===== config.mk =====
export PLATFORM = sky130hd
export DESIGN_NAME = push_both_ends_pop_front_queue_top
export DESIGN_NICKNAME = d
export VERILOG_FILES = /design/src/hw/rtl/pbepfq_pkg.sv /design/src/hw/rtl/pbepfq_ram.sv /design/src/hw/rtl/pbepfq_obuf.sv /design/src/hw/rtl/push_both_ends_pop_front_queue_top.sv
export VERILOG_INCLUDE_DIRS = /design/src /design/src/hw/rtl
export SDC_FILE = /design/constraint.sdc
export NUM_CORES = 1
export LEC_CHECK = 0
export BUFFER_PORTS_ARGS = -buffer_cell sky130_fd_sc_hd__buf_2
export CAP_MARGIN = 0
export CORE_ASPECT_RATIO = 0.8
export CORE_MARGIN = 1
export CORE_UTILIZATION = 66
export DETAILED_ROUTE_END_ITERATION = 7
export GPL_TIMING_DRIVEN = 0
export PLACE_DENSITY = 0.9
export SLEW_MARGIN = 20
export SYNTH_ARGS = -nofsm -noshare
export SYNTH_HDL_FRONTEND = slang
export SYNTH_HIERARCHICAL = 1
export SYNTH_SLANG_ARGS = --single-unit

===== constraint.sdc =====
create_clock -name clk -period 9.1 [get_ports clk]
set_input_delay 1.365 -clock clk [delete_from_list [all_inputs] [get_ports clk]]
set_output_delay 1.365 -clock clk [all_outputs]
set_load 0.02 [all_outputs]

===== src/hw/rtl/push_both_ends_pop_front_queue_top_assert.svh =====
// ----------------------------------------------------------------------------
// Assertion macros for the output-restricted deque
// Clocked implication checks, disabled while reset is active.
// ----------------------------------------------------------------------------
`ifndef PUSH_BOTH_ENDS_POP_FRONT_QUEUE_TOP_ASSERT_SVH
`define PUSH_BOTH_ENDS_POP_FRONT_QUEUE_TOP_ASSERT_SVH

// same-cycle implication
`define PBEPFQ_ASSERT_IMP(label, clk, rst_n, ante, cons) \
    label: assert property (@(posedge clk) disable iff (!rst_n) (ante) |-> (cons)) \
        else $error("deque check failed");

// next-cycle implication
`define PBEPFQ_ASSERT_NXT(label, clk, rst_n, ante, cons) \
    label: assert property (@(posedge clk) disable iff (!rst_n) (ante) |=> (cons)) \
        else $error("deque check failed");

`endif


===== src/hw/rtl/pbepfq_pkg.sv =====
// ----------------------------------------------------------------------------
// pbepfq_pkg
// Sizes, request and status codes, and the result record of the deque.
// ----------------------------------------------------------------------------
`timescale 1ns / 1ps
`default_nettype none

package pbepfq_pkg;

    localparam int DEPTH     = 16;
    localparam int WORD_BITS = 32;
    localparam int IDX_BITS  = $clog2(DEPTH);
    localparam int CNT_BITS  = $clog2(DEPTH + 1);
    localparam int REQ_BITS  = 3;
    localparam int ST_BITS   = 2;

    localparam logic [REQ_BITS-1:0] REQ_PUSH_FRONT = 3'd0;
    localparam logic [REQ_BITS-1:0] REQ_PUSH_BACK  = 3'd1;
    localparam logic [REQ_BITS-1:0] REQ_POP_FRONT  = 3'd2;
    localparam logic [REQ_BITS-1:0] REQ_PEEK_FRONT = 3'd3;
    localparam logic [REQ_BITS-1:0] REQ_TRAVERSE   = 3'd4;
    localparam logic [REQ_BITS-1:0] REQ_CLEAR      = 3'd5;

    localparam logic [ST_BITS-1:0] ST_OK    = 2'd0;
    localparam logic [ST_BITS-1:0] ST_EMPTY = 2'd1;
    localparam logic [ST_BITS-1:0] ST_FULL  = 2'd2;

    localparam logic [CNT_BITS-1:0] CNT_FULL = CNT_BITS'(DEPTH);

    typedef struct packed {
        logic [ST_BITS-1:0]   status;
        logic [WORD_BITS-1:0] word;
        logic                 last;
        logic [CNT_BITS-1:0]  count;
    } result_t;

    function automatic logic [IDX_BITS-1:0] next_slot(input logic [IDX_BITS-1:0] i);
        logic [IDX_BITS-1:0] r;
        if (i == IDX_BITS'(DEPTH - 1))
        begin
            r = '0;
        end
        else
        begin
            r = i + 1'b1;
        end
        return r;
    endfunction

    function automatic logic [IDX_BITS-1:0] prev_slot(input logic [IDX_BITS-1:0] i);
        logic [IDX_BITS-1:0] r;
        if (i == '0)
        begin
            r = IDX_BITS'(DEPTH - 1);
        end
        else
        begin
            r = i - 1'b1;
        end
        return r;
    endfunction

endpackage

`default_nettype wire


===== src/hw/rtl/pbepfq_ram.sv =====
// ----------------------------------------------------------------------------
// pbepfq_ram
// Simple dual-port synchronous RAM, one write and one registered read port.
// ----------------------------------------------------------------------------
`timescale 1ns / 1ps
`default_nettype none

module pbepfq_ram #(
    parameter int DEPTH = 16,
    parameter int WIDTH = 32,
    localparam int ADDR_BITS = $clog2(DEPTH)
) (
    input  wire logic                 clk,
    input  wire logic                 wr_en,
    input  wire logic [ADDR_BITS-1:0] wr_addr,
    input  wire logic [WIDTH-1:0]     wr_data,
    input  wire logic                 rd_en,
    input  wire logic [ADDR_BITS-1:0] rd_addr,
    output logic      [WIDTH-1:0]     rd_data
);

    logic [WIDTH-1:0] mem [DEPTH];

    always_ff @(posedge clk)
    begin
        if (wr_en)
        begin
            mem[wr_addr] <= wr_data;
        end
    end

    always_ff @(posedge clk)
    begin
        if (rd_en)
        begin
            rd_data <= mem[rd_addr];
        end
    end

endmodule

`default_nettype wire


===== src/hw/rtl/pbepfq_obuf.sv =====
// ----------------------------------------------------------------------------
// pbepfq_obuf
// Output register: holds one result until the downstream transfer completes.
// ----------------------------------------------------------------------------
`timescale 1ns / 1ps
`default_nettype none

module pbepfq_obuf (
    input  wire logic              clk,
    input  wire logic              rst_n,
    input  wire logic              load,
    input  wire pbepfq_pkg::result_t res_in,
    output logic                   ready,
    output logic                   out_valid,
    input  wire logic              out_stall,
    output pbepfq_pkg::result_t    res_out
);

    logic                valid_reg;
    logic                valid_next;
    pbepfq_pkg::result_t res_reg;

    assign ready     = !valid_reg || !out_stall;
    assign out_valid = valid_reg;
    assign res_out   = res_reg;

    always_comb
    begin
        valid_next = valid_reg && out_stall;
        if (load)
        begin
            valid_next = 1'b1;
        end
    end

    always_ff @(posedge clk or negedge rst_n)
    begin
        if (!rst_n)
        begin
            valid_reg <= 1'b0;
        end
        else
        begin
            valid_reg <= valid_next;
        end
    end

    always_ff @(posedge clk)
    begin
        if (load)
        begin
            res_reg <= res_in;
        end
    end

endmodule

`default_nettype wire


===== src/hw/rtl/push_both_ends_pop_front_queue_top.sv =====
// ----------------------------------------------------------------------------
// push_both_ends_pop_front_queue_top
// Output-restricted deque of 16 words held in a ring memory.
// ----------------------------------------------------------------------------
// One request at a time. A push, and a pop or peek of an empty store, load their
// result at once; a pop or peek of a stored word passes through a read state, as
// the front word comes out of the ring memory in the cycle after its read.
// Traverse and clear with release give one result per stored word: the single
// read port of the ring memory delivers one word per cycle while the output is
// not stalled. A clear without release or of an empty store, a traverse of an
// empty store and an unknown request give no result. Results wait in an output
// register; a stalled output holds the next request back.
`timescale 1ns / 1ps
`default_nettype none

module push_both_ends_pop_front_queue_top (
    input  wire logic                              clk,
    input  wire logic                              rst_n,
    input  wire logic                              in_valid,
    output logic                                   in_stall,
    input  wire logic [pbepfq_pkg::REQ_BITS-1:0]   req_type,
    input  wire logic [pbepfq_pkg::WORD_BITS-1:0]  push_word,
    input  wire logic                              release_data,
    output logic                                   out_valid,
    input  wire logic                              out_stall,
    output logic      [pbepfq_pkg::ST_BITS-1:0]    status,
    output logic      [pbepfq_pkg::WORD_BITS-1:0]  out_word,
    output logic                                   last_of_run,
    output logic      [pbepfq_pkg::CNT_BITS-1:0]   count_now
);

`include "push_both_ends_pop_front_queue_top_assert.svh"

    localparam logic [1:0] S_IDLE = 2'd0;
    localparam logic [1:0] S_READ = 2'd1;
    localparam logic [1:0] S_WALK = 2'd2;

    logic [1:0]                        state_reg;
    logic [1:0]                        state_next;
    logic [pbepfq_pkg::IDX_BITS-1:0]   front_reg;
    logic [pbepfq_pkg::IDX_BITS-1:0]   front_next;
    logic [pbepfq_pkg::IDX_BITS-1:0]   back_reg;
    logic [pbepfq_pkg::IDX_BITS-1:0]   back_next;
    logic [pbepfq_pkg::CNT_BITS-1:0]   count_reg;
    logic [pbepfq_pkg::CNT_BITS-1:0]   count_next;
    logic [pbepfq_pkg::IDX_BITS-1:0]   walk_reg;
    logic [pbepfq_pkg::IDX_BITS-1:0]   walk_next;
    logic [pbepfq_pkg::CNT_BITS-1:0]   remain_reg;
    logic [pbepfq_pkg::CNT_BITS-1:0]   remain_next;
    logic                              pop_reg;
    logic                              pop_next;
    logic                              clr_reg;
    logic                              clr_next;

    logic                              in_accept;
    logic                              obuf_ready;
    logic                              res_load;
    pbepfq_pkg::result_t               res;
    pbepfq_pkg::result_t               res_out;

    logic                              wr_en;
    logic [pbepfq_pkg::IDX_BITS-1:0]   wr_addr;
    logic                              rd_en;
    logic [pbepfq_pkg::IDX_BITS-1:0]   rd_addr;
    logic [pbepfq_pkg::WORD_BITS-1:0]  rd_data;

    assign in_stall  = !((state_reg == S_IDLE) && obuf_ready);
    assign in_accept = in_valid && !in_stall;

    always_comb
    begin
        state_next  = state_reg;
        front_next  = front_reg;
        back_next   = back_reg;
        count_next  = count_reg;
        walk_next   = walk_reg;
        remain_next = remain_reg;
        pop_next    = pop_reg;
        clr_next    = clr_reg;
        res_load    = 1'b0;
        res         = '0;
        wr_en       = 1'b0;
        wr_addr     = back_reg;
        rd_en       = 1'b0;
        rd_addr     = front_reg;

        case (state_reg)
            S_IDLE:
            begin
                if (in_accept)
                begin
                    case (req_type)
                        pbepfq_pkg::REQ_PUSH_FRONT, pbepfq_pkg::REQ_PUSH_BACK:
                        begin
                            res_load = 1'b1;
                            if (count_reg == pbepfq_pkg::CNT_FULL)
                            begin
                                res.status = pbepfq_pkg::ST_FULL;
                                res.last   = 1'b1;
                                res.count  = count_reg;
                            end
                            else
                            begin
                                wr_en = 1'b1;
                                if (req_type == pbepfq_pkg::REQ_PUSH_FRONT)
                                begin
                                    wr_addr    = pbepfq_pkg::prev_slot(front_reg);
                                    front_next = pbepfq_pkg::prev_slot(front_reg);
                                end
                                else
                                begin
                                    wr_addr   = back_reg;
                                    back_next = pbepfq_pkg::next_slot(back_reg);
                                end
                                count_next = count_reg + 1'b1;
                                res.status = pbepfq_pkg::ST_OK;
                                res.last   = 1'b1;
                                res.count  = count_reg + 1'b1;
                            end
                        end
                        pbepfq_pkg::REQ_POP_FRONT, pbepfq_pkg::REQ_PEEK_FRONT:
                        begin
                            if (count_reg == '0)
                            begin
                                res_load   = 1'b1;
                                res.status = pbepfq_pkg::ST_EMPTY;
                                res.last   = 1'b1;
                            end
                            else
                            begin
                                rd_en      = 1'b1;
                                rd_addr    = front_reg;
                                pop_next   = (req_type == pbepfq_pkg::REQ_POP_FRONT);
                                state_next = S_READ;
                            end
                        end
                        pbepfq_pkg::REQ_TRAVERSE:
                        begin
                            if (count_reg != '0)
                            begin
                                rd_en       = 1'b1;
                                rd_addr     = front_reg;
                                walk_next   = front_reg;
                                remain_next = count_reg;
                                clr_next    = 1'b0;
                                state_next  = S_WALK;
                            end
                        end
                        pbepfq_pkg::REQ_CLEAR:
                        begin
                            if (release_data && (count_reg != '0))
                            begin
                                rd_en       = 1'b1;
                                rd_addr     = front_reg;
                                walk_next   = front_reg;
                                remain_next = count_reg;
                                clr_next    = 1'b1;
                                state_next  = S_WALK;
                            end
                            else
                            begin
                                front_next = '0;
                                back_next  = '0;
                                count_next = '0;
                                walk_next  = '0;
                            end
                        end
                        default:
                        begin
                        end
                    endcase
                end
            end
            S_READ:
            begin
                if (obuf_ready)
                begin
                    res_load   = 1'b1;
                    res.status = pbepfq_pkg::ST_OK;
                    res.word   = rd_data;
                    res.last   = 1'b1;
                    res.count  = count_reg;
                    if (pop_reg)
                    begin
                        front_next = pbepfq_pkg::next_slot(front_reg);
                        count_next = count_reg - 1'b1;
                        res.count  = count_reg - 1'b1;
                    end
                    state_next = S_IDLE;
                end
            end
            S_WALK:
            begin
                if (obuf_ready)
                begin
                    res_load   = 1'b1;
                    res.status = pbepfq_pkg::ST_OK;
                    res.word   = rd_data;
                    res.last   = (remain_reg == pbepfq_pkg::CNT_BITS'(1));
                    res.count  = clr_reg ? '0 : count_reg;
                    if (remain_reg == pbepfq_pkg::CNT_BITS'(1))
                    begin
                        state_next = S_IDLE;
                        if (clr_reg)
                        begin
                            front_next = '0;
                            back_next  = '0;
                            count_next = '0;
                            walk_next  = '0;
                        end
                    end
                    else
                    begin
                        rd_en       = 1'b1;
                        rd_addr     = pbepfq_pkg::next_slot(walk_reg);
                        walk_next   = pbepfq_pkg::next_slot(walk_reg);
                        remain_next = remain_reg - 1'b1;
                    end
                end
            end
            default:
            begin
                state_next = S_IDLE;
            end
        endcase
    end

    always_ff @(posedge clk or negedge rst_n)
    begin
        if (!rst_n)
        begin
            state_reg  <= S_IDLE;
            front_reg  <= '0;
            back_reg   <= '0;
            count_reg  <= '0;
            walk_reg   <= '0;
            remain_reg <= '0;
            pop_reg    <= 1'b0;
            clr_reg    <= 1'b0;
        end
        else
        begin
            state_reg  <= state_next;
            front_reg  <= front_next;
            back_reg   <= back_next;
            count_reg  <= count_next;
            walk_reg   <= walk_next;
            remain_reg <= remain_next;
            pop_reg    <= pop_next;
            clr_reg    <= clr_next;
        end
    end

    pbepfq_ram #(
        .DEPTH (pbepfq_pkg::DEPTH),
        .WIDTH (pbepfq_pkg::WORD_BITS)
    ) u_ring (
        .clk     (clk),
        .wr_en   (wr_en),
        .wr_addr (wr_addr),
        .wr_data (push_word),
        .rd_en   (rd_en),
        .rd_addr (rd_addr),
        .rd_data (rd_data)
    );

    pbepfq_obuf u_obuf (
        .clk       (clk),
        .rst_n     (rst_n),
        .load      (res_load),
        .res_in    (res),
        .ready     (obuf_ready),
        .out_valid (out_valid),
        .out_stall (out_stall),
        .res_out   (res_out)
    );

    assign status      = res_out.status;
    assign out_word    = res_out.word;
    assign last_of_run = res_out.last;
    assign count_now   = res_out.count;

    `PBEPFQ_ASSERT_IMP(a_count_bound, clk, rst_n, 1'b1, count_reg <= pbepfq_pkg::CNT_FULL)
    `PBEPFQ_ASSERT_IMP(a_ring_span, clk, rst_n, 1'b1,
        (back_reg - front_reg) == count_reg[pbepfq_pkg::IDX_BITS-1:0])
    `PBEPFQ_ASSERT_IMP(a_walk_remain, clk, rst_n, state_reg == S_WALK,
        (remain_reg != '0) && (remain_reg <= count_reg))
    `PBEPFQ_ASSERT_NXT(a_push_grows, clk, rst_n,
        in_accept && (count_reg != pbepfq_pkg::CNT_FULL) &&
        ((req_type == pbepfq_pkg::REQ_PUSH_FRONT) || (req_type == pbepfq_pkg::REQ_PUSH_BACK)),
        count_reg == ($past(count_reg) + 1'b1))

endmodule

`default_nettype wire

==> metrics.txt <==
# TYPE chip_impl_metric gauge
chip_impl_metric{name="detail-route-antenna-nets",unit=""} 0
chip_impl_metric{name="max_slew.worst_pin.slew",unit="ns"} 0.968
chip_impl_info{name="critical_path.cell_chain",value="buf_2, clkbuf_1, inv_1, ha_1, nand4_1, nor2_1, and2_1, clkbuf_1, mux2_2, or3b_2, nor3_2, buf_6, buf_4, buf_4"} 1
chip_impl_info{name="rsz_0062_raised_after_global_routing",value="false"} 1
chip_impl_metric{name="worstPathMaxFanout",unit=""} 10
chip_impl_metric{name="setup_viol",unit=""} 0
chip_impl_info{name="tritoncts_clock_tree",value="done"} 1
chip_impl_metric{name="largest_register_ffs",unit=""} 512
chip_impl_metric{name="cell_area_reported_after_detailed_placement",unit="um^2"} 25700
chip_impl_metric{name="worst_reg_to_reg_setup_slack",unit="ns"} 4.19
chip_impl_metric{name="placed_cells",unit=""} 1810
chip_impl_metric{name="critPathRequiredTime",unit="ns"} 9.40
chip_impl_metric{name="clock_latency",unit="ns"} 0.60
chip_impl_metric{name="routedWlPerCell",unit="um"} 30.9
chip_impl_metric{name="wirelength",unit="um"} 59200
chip_impl_info{name="grt.busiest_layer",value="met2"} 1
chip_impl_metric{name="timing.final.max_slew_violations",unit=""} 0
chip_impl_metric{name="final_min_period_over_clock_period",unit=""} 0.591
chip_impl_metric{name="grt_usage",unit=""} 0.326
chip_impl_metric{name="setup-tns-final",unit="ns"} 0
chip_impl_metric{name="cp.buffers_inverters",unit=""} 7
chip_impl_metric{name="fmax",unit="MHz"} 186
chip_impl_metric{name="synthMuxAreaShare",unit=""} 0.125
chip_impl_metric{name="cts_max_level",unit=""} 2
chip_impl_metric{name="grt_first_pass_wirelength",unit="um"} 86700
chip_impl_metric{name="post_syn_area_per_cell",unit="um^2"} 19.7
chip_impl_metric{name="core-area",unit="um^2"} 35800
chip_impl_metric{name="firstDrtPassIters",unit=""} 6
chip_impl_info{name="critical_path.reg2reg.startpoint",value="state_reg[1]"} 1
chip_impl_metric{name="area_growth",unit="%"} 14.1
chip_impl_metric{name="dr_total_vias",unit=""} 13375
chip_impl_metric{name="timing.critical_path.slowest_cell_delay",unit="ns"} 0.60
chip_impl_info{name="run_status",value="finished clean"} 1
chip_impl_metric{name="stdcell_area",unit="um^2"} 27400
chip_impl_metric{name="die_h",unit="um"} 173
chip_impl_metric{name="final_hold_viol_count",unit=""} 0
chip_impl_metric{name="grt_max_degree",unit=""} 28
chip_impl_metric{name="route.detailed.vias_per_inst",unit=""} 6.99
chip_impl_metric{name="number_of_sinks_on_the_clock_net",unit=""} 611
chip_impl_metric{name="total_power",unit="mW"} 8.71
chip_impl_metric{name="grt_remaining_overflow",unit=""} 0
chip_impl_metric{name="synthArstFlopShare",unit=""} 0.0442
chip_impl_metric{name="clkSlewWorstSetupHoldPaths",unit="ns"} 0.07
chip_impl_metric{name="numCtsBuffers",unit=""} 55
chip_impl_metric{name="gp_congestion",unit=""} 0.906
chip_impl_info{name="r2r_end",value="u_ring/mem[0][21]"} 1
chip_impl_metric{name="complex_gate_fraction_of_the_synthesized_area",unit=""} 0.0477
chip_impl_metric{name="post_synth_fa_ha_maj_area_fraction",unit=""} 0.00833
chip_impl_info{name="holdPathEnd",value="u_obuf/res_out[29]"} 1
chip_impl_metric{name="cap_viol_max_count",unit=""} 0
chip_impl_metric{name="die_x",unit="um"} 215
chip_impl_metric{name="sequential_to_total_area_share_from_yosys_stat",unit=""} 0.758
chip_impl_info{name="hold_path_class",value="reg -> reg"} 1
chip_impl_metric{name="netlist_area_pre_place",unit="um^2"} 24000
chip_impl_metric{name="final_layout_size_suffix_gt1_frac",unit=""} 0.262
chip_impl_metric{name="finalClockSkew",unit="ns"} 0.0224
chip_impl_info{name="netlist_top_cells_area",value="sky130_fd_sc_hd__edfxtp_1, sky130_fd_sc_hd__mux4_2, sky130_fd_sc_hd__dfrtp_1"} 1
chip_impl_metric{name="post_synth_inst_count",unit=""} 1218
chip_impl_metric{name="synth_largest_type_area_fraction",unit=""} 0.730
chip_impl_metric{name="synth_fp_nets",unit=""} 1274
chip_impl_metric{name="yosys.area_share.xor_xnor",unit=""} 0.00255
chip_impl_metric{name="leakagePower",unit="nW"} 9.06
chip_impl_metric{name="initial_core_util",unit=""} 0.670
chip_impl_metric{name="postLayoutCoreUtil",unit=""} 0.765
chip_impl_metric{name="final_net_count",unit=""} 1443
chip_impl_info{name="synth_top_flop_cell",value="sky130_fd_sc_hd__edfxtp_1"} 1
chip_impl_metric{name="drt-initial-drc-count",unit=""} 1781
chip_impl_metric{name="share_of_synthesized_cell_area_in_and_or_nand_and_nor_gates",unit=""} 0.0435
chip_impl_info{name="hold_path_start",value="u_ring/rd_data[23]"} 1
chip_impl_metric{name="drt_drc_violations_left",unit=""} 0
chip_impl_metric{name="n_fill_cell",unit=""} 1855
chip_impl_metric{name="cp.arrival",unit="ns"} 5.68
chip_impl_metric{name="met1_usage",unit=""} 0.428
chip_impl_metric{name="pin_count",unit=""} 82
chip_impl_metric{name="post_cts_resize_count",unit=""} 0
chip_impl_info{name="synth_top_area_cell",value="sky130_fd_sc_hd__edfxtp_1"} 1
chip_impl_metric{name="power_density",unit="nW/um^2"} 318
chip_impl_metric{name="fp-row-count",unit=""} 62
chip_impl_metric{name="synth-edff-count",unit=""} 584
chip_impl_metric{name="max-clock-path-buffers",unit=""} 3
chip_impl_metric{name="yosys_warnings",unit=""} 6
chip_impl_info{name="critical_path.startpoint_type",value="input pin"} 1
chip_impl_info{name="regMostFlops",value="u_ring/mem"} 1
chip_impl_metric{name="max_transition_margin",unit=""} 0.355
chip_impl_metric{name="global_route.usage.met2",unit=""} 0.540
chip_impl_info{name="timing.critical_path.slowest_stage_cell",value="sky130_fd_sc_hd__nor3_2"} 1
chip_impl_metric{name="cts_setup_buffers",unit=""} 0
chip_impl_info{name="cts-root-buf",value="sky130_fd_sc_hd__clkbuf_16"} 1
chip_impl_metric{name="met3_usage",unit=""} 0.0619
chip_impl_info{name="worst_path_dominant_cell_family",value="simple AND/OR/NAND/NOR gates"} 1
chip_impl_metric{name="numPortBuffers",unit=""} 80
chip_impl_metric{name="grt_antenna_before_repair",unit=""} 5
chip_impl_metric{name="floorplan.die_area",unit="um^2"} 37200
chip_impl_metric{name="finalNonFillerCells",unit=""} 1913
chip_impl_metric{name="hpwl",unit="um"} 35700
chip_impl_metric{name="finalCriticalPeriod",unit="ns"} 5.38
chip_impl_info{name="timing_worst_setup_path_type",value="in -> reg"} 1
chip_impl_metric{name="holdBufCountCts",unit=""} 0
chip_impl_metric{name="ir_worst_vdd",unit="mV"} 0.184
chip_impl_info{name="setup.worst_path.end_class",value="register"} 1
chip_impl_info{name="synth_top_family_by_area",value="multiplexers"} 1
chip_impl_metric{name="yosys_register_bits",unit=""} 611
chip_impl_metric{name="via_count_of_the_first_global_routing_pass",unit=""} 13568
chip_impl_metric{name="holdPathStages",unit=""} 1
chip_impl_metric{name="yosysUniqueCellTypes",unit=""} 60
chip_impl_metric{name="r2r_cells",unit=""} 13
[where the power goes]
part	internal [mW]	total (mW)	switching, mW
Sequential	3.40	3.51	0.108
Combinational	1.17	2.91	1.75
Clock	1.27	2.28	1.01
Total	5.84	8.71	2.87
[logic make-up after synthesis]
group	Yosys count
adders and majority gates	16
DFF	611
AOI/OAI and AO/OA	162
buffers and inverters	82
muxes	139
xor gates and xnor gates	7
and+or+nand+nor	201
[Yosys cell counts, drive strengths merged, types with 4 or more instances]
cell and n:
nand3 7, nor3 11, a21o 6, mux2i 5, o22ai 4, ha 16, mux4 128, a31oi 6
a32o 6, nor2b 9, inv 18, nor2 44, mux2 6, buf 28, and2 36, a21oi 25
nand2 61, a22o 6, clkbuf 36, xnor2 6, edfxtp 584, a22oi 70, o21ai 20, nand2b 8
dfrtp 27
[layout by cell type, fill, tap and decap left out, types with 9 or more instances in the layout]
master and n:
sky130_fd_sc_hd__buf_2 89, sky130_fd_sc_hd__clkinv_2 13, sky130_fd_sc_hd__nand2_1 60, sky130_fd_sc_hd__a22oi_1 70, sky130_fd_sc_hd__buf_16 9, sky130_fd_sc_hd__and2_1 35, sky130_fd_sc_hd__clkbuf_16 55, sky130_fd_sc_hd__edfxtp_1 584
sky130_fd_sc_hd__mux4_2 128, sky130_fd_sc_hd__a21oi_1 24, sky130_fd_sc_hd__nor2b_1 9, sky130_fd_sc_hd__dfrtp_1 27, sky130_fd_sc_hd__nor2_4 12, sky130_fd_sc_hd__buf_4 23, sky130_fd_sc_hd__inv_1 18, sky130_fd_sc_hd__clkbuf_1 49
sky130_fd_sc_hd__o21ai_0 20, sky130_fd_sc_hd__ha_1 16, sky130_fd_sc_hd__buf_1 9, sky130_fd_sc_hd__nor2_1 32
[how the worst max path moves through the flow]
| stage | start | end | slack [ns] | cells after the start |
|---|---|---|---|---|
| final | req_type[2] | u_ring/mem[0][21] | 3.72 | 14 |
| after global routing | req_type[2] | u_ring/mem[0][15] | 3.54 | 14 |
| after CTS | req_type[2] | u_ring/mem[0][15] | 3.85 | 14 |
| after detailed placement | req_type[2] | u_ring/mem[0][14] | 3.26 | 14 |
| after global placement | req_type[2] | u_ring/mem[0][14] | 0.38 | 11 |
| after floorplan | req_type[2] | u_ring/mem[0][0] | 2.90 | 10 |
[area by class of cell]
type | count | area [um^2] | area share
Antenna cell | 3 | 7.51 | 0.000274
Buffer | 64 | 293 | 0.0107
Clock buffer | 70 | 1450 | 0.0530
Clock inverter | 30 | 290 | 0.0106
Inverter | 18 | 67.6 | 0.00246
Multi-Input combinational cell | 525 | 5580 | 0.204
Sequential cell | 611 | 18200 | 0.664
Tap cell | 480 | 601 | 0.0219
Timing Repair Buffer | 112 | 907 | 0.0331
[layer usage]
layer	wire length (um)	part of all wire
met5	13	0.00022
met1	20900	0.35
met4	2710	0.046
met3	6110	0.10
met2	29500	0.50
[stage by stage]
| stage | hold slack [ns] | setup WS [ns] |
|---|---|---|
| CTS | 0.516 | 3.85 |
| detailed placement | 0.501 | 3.26 |
| finish | 0.516 | 3.72 |
| floorplan | 0.497 | 2.90 |
| global route | 0.537 | 3.54 |
| global placement | 0.481 | 0.377 |
Power figures use the tool's default switching activity.
